File: src/sv/plu_pkg.sv
// ----------------------------------------------------------------------------
// plu_pkg
// Shared constants, controller states, datapath command and status types.
// ----------------------------------------------------------------------------
package plu_pkg;

    localparam int DIM_DEF = 8;
    localparam int MAX_DIM = 32;
    localparam int CNT_W   = 6;   // holds 0..MAX_DIM
    localparam int DATA_W  = 32;

    typedef enum logic [4:0] {
        DP_NOP,
        DP_LOAD,
        DP_INIT,
        DP_PV_FIRST,
        DP_PV_FIRSTW,
        DP_PV_RD,
        DP_PV_CMP,
        DP_PV_END,
        DP_Z_WR,
        DP_E_RD,
        DP_E_DIV,
        DP_E_WM,
        DP_K_RD,
        DP_K_MUL,
        DP_K_WR,
        DP_F_INIT,
        DP_S_RD,
        DP_S_MUL,
        DP_S_ACC,
        DP_F_WR,
        DP_B_INIT,
        DP_B_DIAG,
        DP_B_DIV,
        DP_B_WR,
        DP_OUT
    } dp_op_t;

    typedef enum logic [4:0] {
        S_IDLE,
        S_INIT,
        S_PV_FIRST,
        S_PV_FIRSTW,
        S_PV_RD,
        S_PV_CMP,
        S_PV_END,
        S_Z_WR,
        S_E_RD,
        S_E_DIV,
        S_E_WAIT,
        S_K_RD,
        S_K_MUL,
        S_K_WR,
        S_E_WM,
        S_F_INIT,
        S_F_RD,
        S_F_MUL,
        S_F_ACC,
        S_F_WR,
        S_B_INIT,
        S_B_RD,
        S_B_MUL,
        S_B_ACC,
        S_B_DIAG,
        S_B_DIV,
        S_B_WAIT,
        S_OUT,
        S_OUT_WAIT
    } ctrl_state_t;

    typedef struct packed {
        dp_op_t           op;
        logic [CNT_W-1:0] i;
        logic [CNT_W-1:0] j;
        logic [CNT_W-1:0] k;
    } dp_cmd_t;

    typedef struct packed {
        logic div_busy;
        logic piv_zero;
        logic out_full;
    } dp_sts_t;

endpackage

File: src/sv/plu_ctrl.sv
// ----------------------------------------------------------------------------
// plu_ctrl
// Sequencer: walks load, pivot scan, elimination, forward and back
// substitution and result emission, issuing one datapath command per cycle.
// ----------------------------------------------------------------------------
module plu_ctrl
    import plu_pkg::*;
#(
    parameter int DIM = DIM_DEF
)
(
    input  logic    clk,
    input  logic    rst_n,
    input  logic    in_valid,
    input  logic    in_start_req,
    output logic    in_ready,
    input  dp_sts_t sts,
    output dp_cmd_t cmd
);

    localparam logic [CNT_W-1:0] DIM_C  = CNT_W'(DIM);
    localparam logic [CNT_W-1:0] LAST_C = CNT_W'(DIM - 1);

    ctrl_state_t      state_reg, state_next;
    logic [CNT_W-1:0] i_reg, i_next;
    logic [CNT_W-1:0] j_reg, j_next;
    logic [CNT_W-1:0] k_reg, k_next;
    logic [CNT_W-1:0] i_inc, j_inc, k_inc;

    assign i_inc = i_reg + 1'b1;
    assign j_inc = j_reg + 1'b1;
    assign k_inc = k_reg + 1'b1;

    always_ff @(posedge clk or negedge rst_n)
    begin
        if (!rst_n)
        begin
            state_reg <= S_IDLE;
            i_reg     <= '0;
            j_reg     <= '0;
            k_reg     <= '0;
        end
        else
        begin
            state_reg <= state_next;
            i_reg     <= i_next;
            j_reg     <= j_next;
            k_reg     <= k_next;
        end
    end

    // Next state and loop counters
    always_comb
    begin
        state_next = state_reg;
        i_next     = i_reg;
        j_next     = j_reg;
        k_next     = k_reg;
        unique case (state_reg)
            S_IDLE:
            begin
                if (in_valid && in_start_req)
                begin
                    state_next = S_INIT;
                end
            end
            S_INIT:
            begin
                i_next     = '0;
                state_next = S_PV_FIRST;
            end
            S_PV_FIRST:
            begin
                j_next     = i_inc;
                state_next = S_PV_FIRSTW;
            end
            S_PV_FIRSTW:
            begin
                state_next = (j_reg == DIM_C) ? S_PV_END : S_PV_RD;
            end
            S_PV_RD:
            begin
                state_next = S_PV_CMP;
            end
            S_PV_CMP:
            begin
                j_next     = j_inc;
                state_next = (j_inc == DIM_C) ? S_PV_END : S_PV_RD;
            end
            S_PV_END:
            begin
                j_next = i_inc;
                if (i_inc == DIM_C)
                begin
                    i_next     = '0;
                    state_next = S_F_INIT;
                end
                else
                begin
                    state_next = sts.piv_zero ? S_Z_WR : S_E_RD;
                end
            end
            S_Z_WR, S_E_WM:
            begin
                j_next = j_inc;
                if (j_inc == DIM_C)
                begin
                    if (i_inc == DIM_C)
                    begin
                        i_next     = '0;
                        state_next = S_F_INIT;
                    end
                    else
                    begin
                        i_next     = i_inc;
                        state_next = S_PV_FIRST;
                    end
                end
                else
                begin
                    state_next = (state_reg == S_Z_WR) ? S_Z_WR : S_E_RD;
                end
            end
            S_E_RD:
            begin
                state_next = S_E_DIV;
            end
            S_E_DIV:
            begin
                state_next = S_E_WAIT;
            end
            S_E_WAIT:
            begin
                if (!sts.div_busy)
                begin
                    k_next     = i_inc;
                    state_next = S_K_RD;
                end
            end
            S_K_RD:
            begin
                state_next = S_K_MUL;
            end
            S_K_MUL:
            begin
                state_next = S_K_WR;
            end
            S_K_WR:
            begin
                k_next     = k_inc;
                state_next = (k_inc == DIM_C) ? S_E_WM : S_K_RD;
            end
            S_F_INIT:
            begin
                j_next     = '0;
                state_next = (i_reg == '0) ? S_F_WR : S_F_RD;
            end
            S_F_RD:
            begin
                state_next = S_F_MUL;
            end
            S_F_MUL:
            begin
                state_next = S_F_ACC;
            end
            S_F_ACC:
            begin
                j_next     = j_inc;
                state_next = (j_inc == i_reg) ? S_F_WR : S_F_RD;
            end
            S_F_WR:
            begin
                if (i_inc == DIM_C)
                begin
                    i_next     = LAST_C;
                    state_next = S_B_INIT;
                end
                else
                begin
                    i_next     = i_inc;
                    state_next = S_F_INIT;
                end
            end
            S_B_INIT:
            begin
                j_next     = i_inc;
                state_next = (i_inc == DIM_C) ? S_B_DIAG : S_B_RD;
            end
            S_B_RD:
            begin
                state_next = S_B_MUL;
            end
            S_B_MUL:
            begin
                state_next = S_B_ACC;
            end
            S_B_ACC:
            begin
                j_next     = j_inc;
                state_next = (j_inc == DIM_C) ? S_B_DIAG : S_B_RD;
            end
            S_B_DIAG:
            begin
                state_next = S_B_DIV;
            end
            S_B_DIV:
            begin
                state_next = S_B_WAIT;
            end
            S_B_WAIT:
            begin
                if (!sts.div_busy)
                begin
                    if (i_reg == '0)
                    begin
                        state_next = S_OUT;
                    end
                    else
                    begin
                        i_next     = i_reg - 1'b1;
                        state_next = S_B_INIT;
                    end
                end
            end
            S_OUT:
            begin
                state_next = S_OUT_WAIT;
            end
            S_OUT_WAIT:
            begin
                if (!sts.out_full)
                begin
                    if (i_inc == DIM_C)
                    begin
                        state_next = S_IDLE;
                    end
                    else
                    begin
                        i_next     = i_inc;
                        state_next = S_OUT;
                    end
                end
            end
            default:
            begin
                state_next = S_IDLE;
            end
        endcase
    end

    // Command decode
    always_comb
    begin
        cmd.op   = DP_NOP;
        cmd.i    = i_reg;
        cmd.j    = j_reg;
        cmd.k    = k_reg;
        in_ready = 1'b0;
        unique case (state_reg)
            S_IDLE:
            begin
                in_ready = 1'b1;
                cmd.op   = in_valid ? DP_LOAD : DP_NOP;
            end
            S_INIT:      cmd.op = DP_INIT;
            S_PV_FIRST:  cmd.op = DP_PV_FIRST;
            S_PV_FIRSTW: cmd.op = DP_PV_FIRSTW;
            S_PV_RD:     cmd.op = DP_PV_RD;
            S_PV_CMP:    cmd.op = DP_PV_CMP;
            S_PV_END:    cmd.op = DP_PV_END;
            S_Z_WR:      cmd.op = DP_Z_WR;
            S_E_RD:      cmd.op = DP_E_RD;
            S_E_DIV:     cmd.op = DP_E_DIV;
            S_K_RD:      cmd.op = DP_K_RD;
            S_K_MUL:     cmd.op = DP_K_MUL;
            S_K_WR:      cmd.op = DP_K_WR;
            S_E_WM:      cmd.op = DP_E_WM;
            S_F_INIT:    cmd.op = DP_F_INIT;
            S_F_RD:      cmd.op = DP_S_RD;
            S_B_RD:      cmd.op = DP_S_RD;
            S_F_MUL:     cmd.op = DP_S_MUL;
            S_B_MUL:     cmd.op = DP_S_MUL;
            S_F_ACC:     cmd.op = DP_S_ACC;
            S_B_ACC:     cmd.op = DP_S_ACC;
            S_F_WR:      cmd.op = DP_F_WR;
            S_B_INIT:    cmd.op = DP_B_INIT;
            S_B_DIAG:    cmd.op = DP_B_DIAG;
            S_B_DIV:     cmd.op = DP_B_DIV;
            S_B_WAIT:    cmd.op = sts.div_busy ? DP_NOP : DP_B_WR;
            S_OUT:       cmd.op = DP_OUT;
            default:     cmd.op = DP_NOP;
        endcase
    end

endmodule

File: config.mk
export PLATFORM = sky130hd
export DESIGN_NAME = plu_ctrl
export DESIGN_NICKNAME = d
export VERILOG_FILES = /design/src/sv/plu_pkg.sv /design/src/sv/plu_ctrl.sv
export SDC_FILE = /design/constraint.sdc
export NUM_CORES = 1
export LEC_CHECK = 0
export BUFFER_PORTS_ARGS = -buffer_cell sky130_fd_sc_hd__buf_2
export CORE_UTILIZATION = 50
export CTS_CLUSTER_SIZE = 25
export DETAILED_ROUTE_END_ITERATION = 10
export PLACE_DENSITY_LB_ADDON = 0.1
export RECOVER_POWER = 25
export SYNTH_ARGS = -nofsm -noshare
export SYNTH_HDL_FRONTEND = slang
export SYNTH_SLANG_ARGS = --single-unit
export TNS_END_PERCENT = 30
File: constraint.sdc
create_clock -name clk -period 3.1 [get_ports clk]
set_clock_uncertainty 0.15 [all_clocks]
set_input_delay 0.62 -clock clk [delete_from_list [all_inputs] [get_ports clk]]
set_output_delay 0.62 -clock clk [all_outputs]
set_load 0.01 [all_outputs]
==> metrics.md <==
| Metric | Value |
|---|---|
| Worst path depth | 6 |
| DRC viols | 0 |
| Clock share of power | approximately 39% |
| Maxcap violations | 0 |
| CP Data Required Time | 2.33 ns |
| Static Leak | between 1 and 1.5 nW |
| Initial Util | 53.6% |
| DR pass1 iterations | 5 |
| Placed Cells | 432 |
| Top_reg_cell synth | dfrtp_1 |
| Port buffer count | 30 |
| Fin. max-slew vios | 0 |
| Setup violators final | 0 |
| Pint | 0.395 mW |
| Post-route insts no fill | roughly 440 |
| CP Launch Point | state_reg[4] |
| Min Tclk post-route | 2.95 ns |
| CP peak stage delay | 0.61 ns |
| Post-Syn Nets | 363 |
| DP HPWL | 6060 µm |
| Vias per inst | 6.65 |
| DR WL/cell | 18.4 µm |
| EDFF count, synth | 0 |
| Die width | between 70 and 80 µm |
| Routed WL | 8030 µm |
| Gr usage total | 30.2% |
| Worst-Margin Slew | 1.31 ns |
| Worst-Skew Late Latency | 0.27 ns |
| Crit path DAT | 2.18 ns |
| Worst Path Buf+Inv | 2 |
| Vias in the first global route | about 2500 |
| Synth top area cells | dfrtp_1 22%, a21oi_1 5.2%, o21ai_0 5.2% |
| Switch Pwr | around 0.11 mW |
| Crit path max-delay family | simple AND/OR/NAND/NOR gates |
| Worst r2r path cells | 6 |
| Top-area cell type share of the netlist area | about 22% |
| Max Fclk | 339 MHz |
| Layout cell share with drive strength beyond 1 | 16.5% |
| Gate Count Post-Synth | 349 |
| Ant diodes | 0 |
| Largest net degree at the start of global routing | 24 |
| Seq cells post-synth | 23 |
| Clock Tree Buf Depth | 2 |
| GP Congestion | 0.938 |
| Hold buffer count at CTS | 0 |
| First-pass GRT wire length | 12700 µm |
| Worst-path clk slew | 0.09 ns |
| CTS resizes | 0 |
| Ordered cell list for the critical path | nor2b_1 > buf_4 > nor4_1 > nor2_1 > o221ai_1 > buf_2 |
| Most frequent cells in the layout | 29 x nand2_1, 29 x buf_2, 27 x a21oi_1, 27 x o21ai_0, 27 x nor2_1 |
| RSZ-0062 raised after global routing | false |
| I/O Pins | 31 |
| Worst setup EP type | primary output |
| Initial antenna violation count | 0 |
| Max VDD drop | 170 µV |
| CTS Sinks | 23 |
| Fill count | 480 |
| Final #Nets | between 300 and 400 |
| Die height | 74.1 µm |
| CTS H-tree lvls | 1 |
| Period utilization | 95.1% |
| Reg-to-Reg End | i_reg[1] |
| Flop pwr share | 58.9% |
| FP Rows | 25 |
| Total power | 0.509 mW |
| # Post-CTS Setup Buffers | 0 |
| Crit path to | cmd[18] |
| Post-route ant nets | 0 |
| CTS Buf Count | 3 |
| Yosys Warn Count | 0 |
| Slowest CP cell | nor2b_1 |
| Area Overhead vs Synth | 8.71% |
| Mapped Area | 2600 µm² |
| Area of the multi-input gates | 1810 µm² |
| FF+latch area | 576 µm² |
| Outcome | complete, no violations |
| Logic pwr share | ~2.4% |
| CP Launch Type | register |
| Async SR Flop Fraction | 100% |
| Worst-path maximum fanout | 18 |
| Switch share | 22.4% |
| R2r setup slk | roughly 0.32 ns |
| Post-synth cell types | between 60 and 70 |
| CP Class | reg -> out |
| GRT overflow | 0 |
| CTS tree | built |
| Core ar. | 4850 µm² |
| Vias | 2899 |
| Drt initial violations | 361 |
| Avg Inst Size Synth | 7.45 µm² |
| R2r startpoint | i_reg[1] |
| Pwr dens | 180 nW/µm² |
| Final setup TNS | 0 ns |
| Hold Fails Final Rpt | 0 |
| Sequential-to-total area share from yosys stat | between 20% and 30% |
| Root buffer cell | clkbuf_8 |
| Die ar. | 5490 µm² |
| Worst min path class | reg -> reg |
| Largest area contributor in the netlist | dfrtp_1 |
| Max-slew headroom | 12.4% |
==> synth_stat cells, types with 5 or more instances <==
cell       n
ha_1       7
and2_1     6
o31ai_1    6
buf_2      8
nand2_1   29
nor2b_1   11
o211ai_1   5
inv_1     15
nor2_1    27
nand3_1   11
o22ai_1    7
o21ai_0   27
xnor2_1    7
buf_6      5
and3_1     5
dfrtp_1   23
a21oi_1   27
nor3_1    15
clkbuf_1  10
==> power by group through the flow <==
stage,clock (mW),sequential [mW],combinational (mW)
floorplan,0,0.306,0.000676
global placement,0,0.306,0.0130
detailed placement,0,0.306,0.0130
CTS,0.205,0.300,0.0130
global route,0.211,0.300,0.0144
finish,0.197,0.300,0.0124
==> how the worst min path moves through the flow <==
stage,cells past startpoint,start,end,slack (ns)
after floorplan,0,rst_n,i_reg[0],0.17
after global routing,1,i_reg[0],i_reg[0],0.48
final,1,i_reg[0],i_reg[0],0.45
after CTS,1,rst_n,i_reg[3],0.19
after detailed placement,1,k_reg[3],k_reg[3],0.43
after global placement,1,k_reg[3],k_reg[3],0.42
==> routing by layer <==
layer	vias up	GRT usage (%)	share of wire, %
met1	1357	43.4	45
met4	0	14.1	3.7
met2	163	44.9	43
met5	-	0	0
li1	1345	-	-
met3	34	3.79	7.9
==> logic make-up after synthesis <==
logic type	count (synthesis)	synth area share (%)
compound gates	123	32.7
xor+xnor	11	3.71
fa+ha+maj	7	3.37
buf+inv	43	8.18
flops	23	22.1
mux	5	2.31
simple gates	137	27.6
==> metrics by stage <==
step	worst slack [ns]	utilization [%]	hold slack (ns)	area, µm²
floorplan	0.563	-	0.174	2600
global placement	0.504	57.4	0.419	2780
detailed placement	0.360	57.4	0.433	2780
CTS	0.172	58.3	0.187	2830
global route	0.0319	58.3	0.480	2830
finish	0.151	58.3	0.450	2830
==> area by class of cell <==
type,count,area share [%]
inverters,15,1.99
multi-input cells,283,64.1
well taps,67,2.97
repair buffers,44,8.99
flip-flops and latches,23,20.4
clock buffers,4,1.59
No activity file was read; power rests on OpenSTA's default activity.
